$ cat src/rtl/core/mvw_ram.sv
// Generic simple dual-port RAM: one write port, one registered read port.
// No dependencies.
module mvw_ram #(
  parameter int WIDTH = 8,
  parameter int DEPTH = 16,
  localparam int AW   = $clog2(DEPTH)
) (
  input  logic             clk,
  input  logic             we,
  input  logic [AW-1:0]    waddr,
  input  logic [WIDTH-1:0] wdata,
  input  logic [AW-1:0]    raddr,
  output logic [WIDTH-1:0] rdata
);

  logic [WIDTH-1:0] mem [DEPTH];

  always_ff @(posedge clk) begin
    if (we) begin
      mem[waddr] <= wdata;
    end
    rdata <= mem[raddr];
  end

endmodule

$ cat config.mk
export PLATFORM = sky130hd
export DESIGN_NAME = mvw_ram
export DESIGN_NICKNAME = d
export VERILOG_FILES = /design/src/rtl/core/mvw_ram.sv
export SDC_FILE = /design/constraint.sdc
export NUM_CORES = 1
export LEC_CHECK = 0
export CAP_MARGIN = 20
export CORE_MARGIN = 2
export CORE_UTILIZATION = 60
export DETAILED_ROUTE_END_ITERATION = 6
export DONT_BUFFER_PORTS = 1
export GPL_TIMING_DRIVEN = 0
export PLACE_DENSITY = 0.76
export SLEW_MARGIN = 10
export SYNTH_ARGS = -nofsm -noshare
export SYNTH_HDL_FRONTEND = slang
export SYNTH_SLANG_ARGS = --single-unit
$ cat constraint.sdc
create_clock -name clk -period 2.18 [get_ports clk]
set_clock_uncertainty 0.15 [all_clocks]
set_input_delay 0.109 -clock clk [delete_from_list [all_inputs] [get_ports clk]]
set_output_delay 0.109 -clock clk [all_outputs]
set_load 0.005 [all_outputs]
# Word level (Yosys, flattened, before mapping)
# Memories as Yosys holds them, arrays and structs flattened. A register that Yosys moved wholly into a read port is not among the register bits.
# Cells that the tools add are included.
# W data, S select, Z words.
word_totals:
  ff_bits: 0
  latch_bits: 0
  mem_bits_rw: 128
  romBits: 0
  inputBits: 18
  wordCells: 3
  memories: 1
op_classes:
  n_addsub: 0
  mul: 0
  div_mod_pow: 0
  magnitude_cmp: 0
  eq_ne: 0
  shifts: 0
  n_mux: 2
  bitwise: 0
  reduce_logical: 0
mem_list:
  columns: ["memory", "words", "word_bits", "rd", "rd_ports_with_merged_regs", "write_ports", "line", "source"]
  rows:
  - ["mem", 16, 8, 1, 1, 1, "16", "logic [WIDTH-1:0] mem [DEPTH];"]
op_table:
  columns: ["operator", "n"]
  rows:
  - ["$mux W1", 2]

# Longest topological paths before layout
# Gate-level depths: netlist of run 1.
logic_depth:
  ltp_word: 2
  depth_mapped: 5
  depth_no_buf: 3

# Worst setup path before layout of run 1
# OpenSTA, ideal clock, no wires.
synth_timing:
  path_kind: "input to register"
  start: "input port waddr[2]"
  end: "memory mem[0][0] (enable)"
  setup_ps: 383
  arrival_time_ps: 1219
  setup_slack_ps: 428
  stages: 2
  n_path_buf: 0
  path_cell_list: "or3b_2 > nor3_1"
synth_lines:
  columns: ["element", "line", "source"]
  rows:
  - ["start, declared", "10", "input logic [AW-1:0] waddr,"]
  - ["end, declared", "16", null]
# Straight into the memory's write port.

==> results of run 1 <==
routing by layer:
metal / part of all wire [%] / wire length [um]
met5: 0 / 0
met4: 1.4 / 142
met3: 7.4 / 767
met2: 50 / 5180
met1: 41 / 4290
power by group:
part	internal (mW)	switching, mW	total (mW)
Combinational	0.119	0.150	0.268
Clock	1.85	1.04	2.89
Sequential	2.93	0.0187	2.94
synthesized netlist by cell type (all sizes together):
cell type	count	area share [%]
nand3	1	0.097
and2	1	0.12
buf	7	1.1
mux4	32	15
dfxtp	8	3.1
nor2	13	0.95
or3b	1	0.17
clkdlybuf4s25	3	0.58
nor2b	1	0.12
a22oi	16	2.3
nor3	4	0.39
nand2b	2	0.24
edfxtp	128	75
nand2	9	0.66
and2b	1	0.15
nand3b	2	0.29
logic make-up after synthesis:
| kind of cell | count (synthesis) |
|---|---|
| simple gates | 35 |
| flops | 136 |
| compound gates | 16 |
| buf+inv | 10 |
| mux | 32 |
flip-flops by register name (all words and copies together) (netlist names):
name	flops
rdata	8
mem	128
final cells by class:
class / instances / area [um2]
flip-flops and latches: 136 / 4000
fillers: 454 / 2140
multi-input cells: 83 / 1060
clock buffers: 19 / 422
repair buffers: 25 / 233
clock inverters: 13 / 179
well taps: 105 / 131
plain buffers: 10 / 86.3
diodes: 1 / 2.50
how the worst max path moves through the flow:
stage / from / to / slack [ns] / cells past startpoint
finish: mem[2][7] / rdata[7] / 0.19 / 4
global route: mem[2][7] / rdata[7] / 0.08 / 4
floorplan: waddr[2] / mem[0][0] / 0.43 / 2
global placement: waddr[2] / mem[0][7] / 0.03 / 2
detailed placement: waddr[2] / mem[0][7] / 0.29 / 3
CTS: mem[2][7] / rdata[7] / 0.17 / 4
through the flow:
step                utilization, %  hold WS (ns)  power (mW)
floorplan                        -        0.0579        3.14
global placement              63.9        0.0588        3.19
detailed placement            64.2        0.0586        3.20
CTS                           74.0       0.00319        6.12
global route                  74.0        0.0275        6.28
finish                        74.0        0.0180        6.10
==> results.md, run 1 <==
- Outcome: completed
- CTS tree: done
- CTS Hold Buffers Added: 21
- Lkg Pwr: 2.03 nW
- HP Start: waddr[1]
- Worst-path clk slew: 0.06 ns
- Reg-to-reg endpoint: rdata[7]
- Inst Count DP: 338
- Crit path DAT: 2.24 ns
- Worst Reg-to-Reg Cells: 4
- Full die area: 9340 um2
- Clk Latency, worst-skew pair: 0.52 ns
- DR DRC count: 0
- VDD IR-drop max: 0.580 mV
- FF-to-FF setup slack: 0.19 ns
- Crit path time final: 1.99 ns
- Total GRT Usage: 24.3%
- Worst path required time: 2.43 ns
- Multiplexer area fraction after synthesis: 15.0%
- PD cells: 998 nW/um2
- Mapped Cells: 229
- Crit-path leading delay family: buffers and inverters
- I/O Buffers: 0
- Met1 Use GR: 34.7%
- Reg-to-reg startpoint: mem[2][7]
- Die width: 96.6 um
- # setup viols final: 0
- Total of max-cap violations: 0
- CP endpoint kind: register
- Iteration-0 DRC Markers: 333
- Drt via density: 6.32
- Layout Cells excl Fill: 392
- DRT Pass-1 Iters: 5
- FF+latch count, synth: 136
- H-tree levels: 4
- Hold Path Stages: 2
- GP Congestion: 0.704
- Buffer count from post-CTS setup fixing: 0
- Hold Path End: mem[14][6]
- Crit path cell chain: mux4_2, dlygate4sd3_1, a22oi_1, nand2_1
- Initial Utilization: 62.3%
- I/O pins: 26
- CP startpoint kind: register
- Die height: 96.6 um
- Routed Wire Length: 10,400 um
- Antenna violations before repair: 1
- Met3 GRT Util: 6.86%
- Via Count: 2,479
- RSZ-0062 raised after global routing: false
- Commonest cells after routing, fill and taps aside: 128 x edfxtp_1, 21 x dlygate4sd3_1, 18 x mux4_2
- Largest family of logic cells by synthesized area: multiplexers
- Area grow syn2layout: 18.8%
- Worst setup margin: 0.189 ns
- Layout cells sized above 1: 22.0%
- Most Crowded Layer GR: met2
- DP HPWL: 6080 um
- Routed wire per std cell: 26.5 um
- Synth Area in XOR/XNOR: 0%
- Max-slew violations: 0
- DP Worst Slack: 0.285 ns
- Warning count from the yosys run: 0
- Simple logic cell fraction of the synthesized area: 3.18%
- Nets: 291
- Fin crit share: 91.3%
- Gr ovfl total: 0
- Finished Cell Area: 6110 um2
- Avg Inst Size Synth: 22.5 um2
- Setup TNS Final: 0 ns
- Syn_nets: 247
- Final Hold Fails: 0
- Crit path max-delay cell type: dlygate4sd3_1
- HP Class: input pin to register
- Clk buf depth: 2
- Post-synthesis sequential area ratio: 77.8%
- Placed inst area: 5300 um2
- CP bufs+invs: 1
- Post-CTS Resized: 0
- Site row count: 33
- Slew HR: 45.0%
- Post-synth cell types: 19
- Met2 Resource Use GR: 35.7%
- Critical path fanouts, max: 1
- Num CTS Buffers: 17
- Fmax: 502 MHz
- Clock Tree Root: clkbuf_8
- Pin count of the biggest net entering global routing: 17
- Worst path max stage delay: 0.57 ns
- Clock Sink Count: 136
- Tightest Pin Transition: 0.819 ns
- Adder-cell share of the synthesized area: 0%
- Compound-gate portion of the synthesized area: 2.33%
- Most common cell after layout, fill and taps aside: edfxtp_1
- Core Region: 8260 um2
- Vias in the first global route: 2,588
- First-pass GRT wire length: 15,900 um
- Mapped Area: 5150 um2
- Remaining antenna violation count after routing: 0
- Crit Path Category: register to register
(Power assumes the default switching activity.)
==> run 2, diff against run 1 <==
--- a/config.mk
+++ b/config.mk
@@ -7,12 +7,11 @@
 export LEC_CHECK = 0
 export CAP_MARGIN = 20
 export CORE_MARGIN = 2
-export CORE_UTILIZATION = 60
+export CORE_UTILIZATION = 45
 export DETAILED_ROUTE_END_ITERATION = 6
 export DONT_BUFFER_PORTS = 1
 export GPL_TIMING_DRIVEN = 0
-export PLACE_DENSITY = 0.76
-export SLEW_MARGIN = 10
+export SLEW_MARGIN = 25
 export SYNTH_ARGS = -nofsm -noshare
 export SYNTH_HDL_FRONTEND = slang
 export SYNTH_SLANG_ARGS = --single-unit
==> results.md, run 2 (same netlist as run 1, synthesis figures left out) <==
- Total GRT Usage: 17.2% (-7.1 points)
- Clock Sink Count: 136 (unchanged)
- PD cells: 1010 nW/um2 (+1.6%)
- Routed wire per std cell: 23.5 um (-11%)
- Worst setup margin: 0.600 ns (+0.412 ns)
- Largest Register: mem
- Post-Route Utilization: 54.0% (-20 points)
- Setup TNS Final: 0 ns (unchanged)
- Reg-to-reg endpoint: rdata[0]
- Layout cells sized above 1: 23.5% (+1.5 points)
- Total of max-cap violations: 0 (unchanged)
- Max-slew violations: 0 (unchanged)
- I/O Buffers: 0 (unchanged)
- Via Count: 2,313 (-6.7%)
- Initial Utilization: 45.7% (-17 points)
- Slew HR: 44.0% (-0.94 points)
- Commonest cells after routing, fill and taps aside: 128 x edfxtp_1, 18 x mux4_2, 17 x clkbuf_16
- Worst path required time: 2.06 ns (-0.37 ns)
- CTS tree: done
- DP HPWL: 5970 um (-1.9%)
- DRT Pass-1 Iters: 4 (-1)
- Crit path cell chain: dlygate4sd3_1, nor3_2
- Crit path max-delay cell type: nor3_2
- Lkg Pwr: 2.00 nW (-1.5%)
- Hold Path End: rdata[4]
- HP Start: raddr[3]
- Vias in the first global route: 2,439 (-5.8%)
- Worst path max stage delay: 0.69 ns (+0.12 ns)
- Final Hold Fails: 0 (unchanged)
- CP endpoint kind: register
- Clock Tree Root: clkbuf_16
- Critical path fanouts, max: 8 (+7)
- Hold Path Stages: 3 (+1)
- Crit Path Category: input pin to register
- Crit path from: waddr[1]
- DP Worst Slack: 0.350 ns (+0.0642 ns)
- VDD IR-drop max: 0.441 mV (-24%)
- Post-CTS Resized: 0 (unchanged)
- Crit-path leading delay family: simple AND/OR/NAND/NOR gates
- CP bufs+invs: 1 (unchanged)
- Area grow syn2layout: 18.3%
- RSZ-0062 raised after global routing: false
- Reg-to-reg startpoint: mem[5][0]
- Finished Cell Area: 6090 um2 (-0.43%)
- FF-to-FF setup slack: 0.62 ns (+0.43 ns)
- Remaining antenna violation count after routing: 0 (unchanged)
- Worst-path clk slew: 0.05 ns (about the same)
- Drt via density: 5.56 (-12%)
- Largest registers: mem x128, rdata x8
- Most common cell after layout, fill and taps aside: edfxtp_1
- I/O pins: 26 (unchanged)
- Total power: 6.18 mW (+1.2%)
- Clk buf depth: 2 (unchanged)
- H-tree levels: 4 (unchanged)
- Largest register FFs: 128 (unchanged)
- Inst Count DP: 372 (+10%)
- Buffer count from post-CTS setup fixing: 0 (unchanged)
- Tightest Pin Transition: 0.836 ns (+0.0172 ns)
- CTS Hold Buffers Added: 11 (-48%)
- Layout Cells excl Fill: 416 (+6.1%)
- # setup viols final: 0 (unchanged)
- Core Region: 11,300 um2 (+37%)
- Routed Wire Length: 9790 um (-5.6%)
- Clk Latency, worst-skew pair: 0.40 ns (-0.12 ns)
- Num CTS Buffers: 17 (unchanged)
- CP startpoint kind: input pin
- Worst Reg-to-Reg Cells: 3 (-1)
- Gr ovfl total: 0 (unchanged)
- Fin crit share: 72.5% (-19 points)
- Die width: 111 um (+15%)
- Placed inst area: 5350 um2 (+0.85%)
- Antenna violations before repair: 1 (unchanged)
- Crit path DAT: 1.46 ns (-0.78 ns)
- Filler Cell Count: 864 (+90%)
- Outcome: completed
- HP Class: input pin to register
- Nets: 277 (-4.8%)
- Iteration-0 DRC Markers: 163 (-51%)
- First-pass GRT wire length: 14,900 um (-6.5%)
- Pin count of the biggest net entering global routing: 17 (unchanged)
- Fmax: 633 MHz (+26%)
- Full die area: 12,300 um2 (+32%)
- Crit path time final: 1.58 ns (-0.412 ns)
- Die height: 111 um (+15%)
- WHS: 0.00507 ns (-0.0130 ns)
- Site row count: 39 (+18%)
- DR DRC count: 0 (unchanged)
- GP Congestion: 0.722 (+2.6%)
run 2: cell types whose count changed in the layout (fill, tap and decap cells not counted):
cell           before  now
clkinvlp_4          4    2
clkbuf_1            2    0
clkbuf_16          16   17
buf_2               6    3
dlygate4sd3_1      21   11
clkinv_4            1    2
buf_4               2    1
nor3_2              0    4
clkbuf_8            1    2
clkinv_1            0    1
nor3_1              4    0
run 2: report_power, final:
part	leakage [nW]	switching (mW)	internal, mW	total (mW)
clock	0.306	1.01	1.96	2.98
sequential	1.22	0.0169	2.93	2.94
combinational	0.469	0.147	0.108	0.255
total	2.00	1.18	5.00	6.18
run 2: worst max-delay path by stage:
stage / to / slack [ns] / depth (start not counted)
detailed placement: mem[2][7] / 0.35 / 2
finish: mem[8][5] / 0.60 / 2
floorplan: mem[0][0] / 0.43 / 2
CTS: rdata[0] / 0.56 / 3
global route: rdata[0] / 0.53 / 3
global placement: mem[0][7] / -0.05 / 2
run 2: area by class of cell:
cell class / count / area [um2] / area share, %
timing repair buffer: 11 / 110 / 1.81
clock buffer: 19 / 453 / 7.44
sequential: 136 / 4000 / 65.8
multi-input combinational: 83 / 1080 / 17.7
clock inverter: 13 / 176 / 2.90
tap: 143 / 179 / 2.94
buffer: 10 / 86.3 / 1.42
antenna: 1 / 2.50 / 0.0411
run 2: metal layers:
| metal | GRT usage [%] | part of all wire, % |
|---|---|---|
| met2 | 25.8 | 50 |
| met3 | 4.87 | 5.0 |
| met1 | 24.5 | 44 |
| met4 | 6.00 | 0.80 |
| met5 | 0 | 0 |
==> run 3, diff against run 2 <==
--- a/config.mk
+++ b/config.mk
@@ -5,6 +5,7 @@
 export SDC_FILE = /design/constraint.sdc
 export NUM_CORES = 1
 export LEC_CHECK = 0
+export ABC_AREA = 1
 export CAP_MARGIN = 20
 export CORE_MARGIN = 2
 export CORE_UTILIZATION = 45
==> constraint.sdc (replaced) <==
create_clock -name clk -period 1.55 [get_ports clk]
set_clock_uncertainty 0.15 [all_clocks]
set_input_delay 0.0775 -clock clk [delete_from_list [all_inputs] [get_ports clk]]
set_output_delay 0.0775 -clock clk [all_outputs]
set_load 0.005 [all_outputs]
==> results.md, run 3 <==
- Failing checks: hold timing
- I/O Buffers: 0 (unchanged)
- Clk Latency, worst-skew pair: 0.42 ns (+0.02 ns)
- Post-synthesis sequential area ratio: 69.4% (-8.4 points)
- Avg Inst Size Synth: 10.5 um2 (-53%)
- Largest area contributor in the netlist: edfxtp_1
- Pin count of the biggest net entering global routing: 17 (unchanged)
- Remaining antenna violation count after routing: 0 (unchanged)
- Vias in the first global route: 3,680 (+51%)
- Setup TNS Final: 0 ns (unchanged)
- Num CTS Buffers: 17 (unchanged)
- Clock Tree Root: clkbuf_16
- Commonest cells after routing, fill and taps aside: 173 x nand2_1, 128 x edfxtp_1, 100 x inv_1
- Largest Register: mem
- FF+latch count, synth: 136 (unchanged)
- Worst path required time: 1.71 ns (-0.35 ns)
- Worst-path clk slew: 0.06 ns (about the same)
- Warning count from the yosys run: 0 (unchanged)
- Layout cells sized above 1: 9.65% (-14 points)
- Final Hold Fails: 8 (+8)
- Crit path DAT: 1.62 ns (+0.16 ns)
- Post-Route Utilization: 54.2% (+0.19 points)
- Site row count: 41 (+5.1%)
- Fmax: 683 MHz
- Total power: 8.95 mW (+45%)
- Ys async rst share: 0% (unchanged)
- Area fraction of the dominant cell type after synthesis: 66.7% (-8.0 points)
- Clk buf depth: 2 (unchanged)
- Simple logic cell fraction of the synthesized area: 21.0% (+18 points)
- Crit Path Category: input pin to register
- Inst Count DP: 723 (+94%)
- CTS tree: done
- Largest register FFs: 128 (unchanged)
- Buffer count from post-CTS setup fixing: 0 (unchanged)
- Lkg Pwr: 2.89 nW (+45%)
- Largest cells by area after synthesis: edfxtp_1 67%, nand2_1 11%, nand3_1 8.4%
- PD cells: 1310 nW/um2 (+30%)
- Fin crit share: 94.5%
- Reg area: 4000 um2 (unchanged)
- Post-synth cell types: 12 (-7)
- Slew HR: 29.4% (-15 points)
- Initial Utilization: 45.9% (+0.22 points)
- Tightest Pin Transition: 1.06 ns (+0.219 ns)
- Mapped Area: 5770 um2 (+12%)
- DR DRC count: 0 (unchanged)
- Crit path time final: 1.47 ns
- Largest registers: mem x128, rdata x8
- DP HPWL: 8840 um (+48%)
- Via Count: 3,853 (+67%)
- Critical path fanouts, max: 10 (+2)
- I/O pins: 26 (unchanged)
- Max-slew violations: 0 (unchanged)
- Gr ovfl total: 0 (unchanged)
- Multiplexer area fraction after synthesis: 0% (-15 points)
- GP Congestion: 0.900 (+25%)
- WHS: -0.0137 ns (-0.0187 ns)
- Post-synth EDFFs: 128 (unchanged)
- Adder-cell share of the synthesized area: 0% (unchanged)
- CP startpoint kind: input pin
- Most common cell after layout, fill and taps aside: nand2_1
- # setup viols final: 0 (unchanged)
- Area grow syn2layout: 18.1%
- Iteration-0 DRC Markers: 419 (+160%)
- Syn_nets: 569 (+130%)
- Filler Cell Count: 1,110 (+28%)
- Clock Sink Count: 136 (unchanged)
- Full die area: 13,700 um2 (+12%)
- CP endpoint kind: register
- Total GRT Usage: 22.5% (+5.3 points)
- Drt via density: 4.98 (-10%)
- DRT Pass-1 Iters: 5 (+1)
- RSZ-0062 raised after global routing: false
- Mapped Cells: 551 (+140%)
- Layout Cells excl Fill: 774 (+86%)
- Routed Wire Length: 14,000 um (+43%)
- HP Class: input pin to register
- Total of max-cap violations: 0 (unchanged)
- VDD IR-drop max: 0.888 mV (+100%)
- Outcome: complete, but fails checks
- Routed wire per std cell: 18.1 um (-23%)
- Core Region: 12,600 um2 (+11%)
- Main synth FF type: edfxtp_1
- Multi-input logic area: 1230 um2 (+14%)
- Synth Area in XOR/XNOR: 0% (unchanged)
- Cell with the most instances after synthesis: nand2_1
- Die width: 117 um (+5.6%)
- Largest family of logic cells by synthesized area: simple AND/OR/NAND/NOR gates
- Synth top cells by count: 173 x nand2_1, 128 x edfxtp_1, 100 x inv_1
- Nets: 606 (+120%)
- Compound-gate portion of the synthesized area: 0% (-2.3 points)
- First-pass GRT wire length: 21,400 um (+44%)
- Antenna violations before repair: 1 (unchanged)
- Die height: 117 um (+5.6%)
- H-tree levels: 4 (unchanged)
==> run 3: final timing paths <==
check / from / end / slack, ns / cells past startpoint
worst max-delay path: raddr[2] / rdata[0] / 0.08 / 7
worst min register to register: mem[15][7] / rdata[7] / 0.54 / 6
worst min-delay path: waddr[3] / mem[2][6] / -0.01 / 3
worst max register to register: mem[8][2] / rdata[2] / 0.38 / 6
==> run 3: repair_timing <==
item / CTS / global route
setup endpoints to repair: 0 / 29
endpoints found under the hold margin: 161 / 8
hold buffers: 17 / 1
resized for setup: 0 / 5
==> run 3: per-stage QoR <==
step	setup WS, ns	cell area, um2	hold slack, ns
2_1_floorplan	0.372	5770	0.0264
3_3_place_gp	-0.136	5980	0.0272
3_5_place_dp	-0.156	5980	0.0275
4_1_cts	0.0829	6790	0.0123
5_1_grt	0.0363	6810	0.00871
6_report	0.0849	6810	-0.0137
==> run 3: layer usage <==
metal | routed length [um] | share of wire (%) | up-vias | GRT usage (%)
li1 | - | - | 1860 | -
met1 | 6300 | 45 | 1830 | 31.3
met2 | 6470 | 46 | 135 | 34.0
met3 | 832 | 6.0 | 28 | 5.36
met4 | 376 | 2.7 | 0 | 9.57
met5 | 0 | 0 | - | 0
==> run 3: final cells by class <==
type                            count  share of cell area [%]
Sequential cell                   136                    58.8
Buffer                             24                    2.48
Antenna cell                        1                  0.0367
Inverter                          102                    5.62
Clock inverter                     15                    3.05
Clock buffer                       17                    6.24
Multi-Input combinational cell    289                    18.0
Tap cell                          172                    3.16
Timing Repair Buffer               18                    2.64
==> run 3: cell families (layout without fill, tap and decap cells) <==
| logic type | Yosys count | count (layout) |
|---|---|---|
| buffers and inverters | 126 | 176 |
| other | 0 | 1 |
| DFF | 136 | 136 |
| and+or+nand+nor | 289 | 289 |
==> run 3: power by group <==
group / total (mW) / switching, mW / internal (mW)
clock: 4.29 / 1.47 / 2.82
combinational: 0.522 / 0.361 / 0.161
sequential: 4.14 / 0.0264 / 4.11
total: 8.95 / 1.85 / 7.10
==> run 3: worst max-delay path: stages <==
cell	delay (ns)
dlygate4sd3_1	0.54
buf_2	0.18
inv_1	0.23
buf_4	0.24
nand3_1	0.12
nand3_1	0.14
nand2_1	0.08
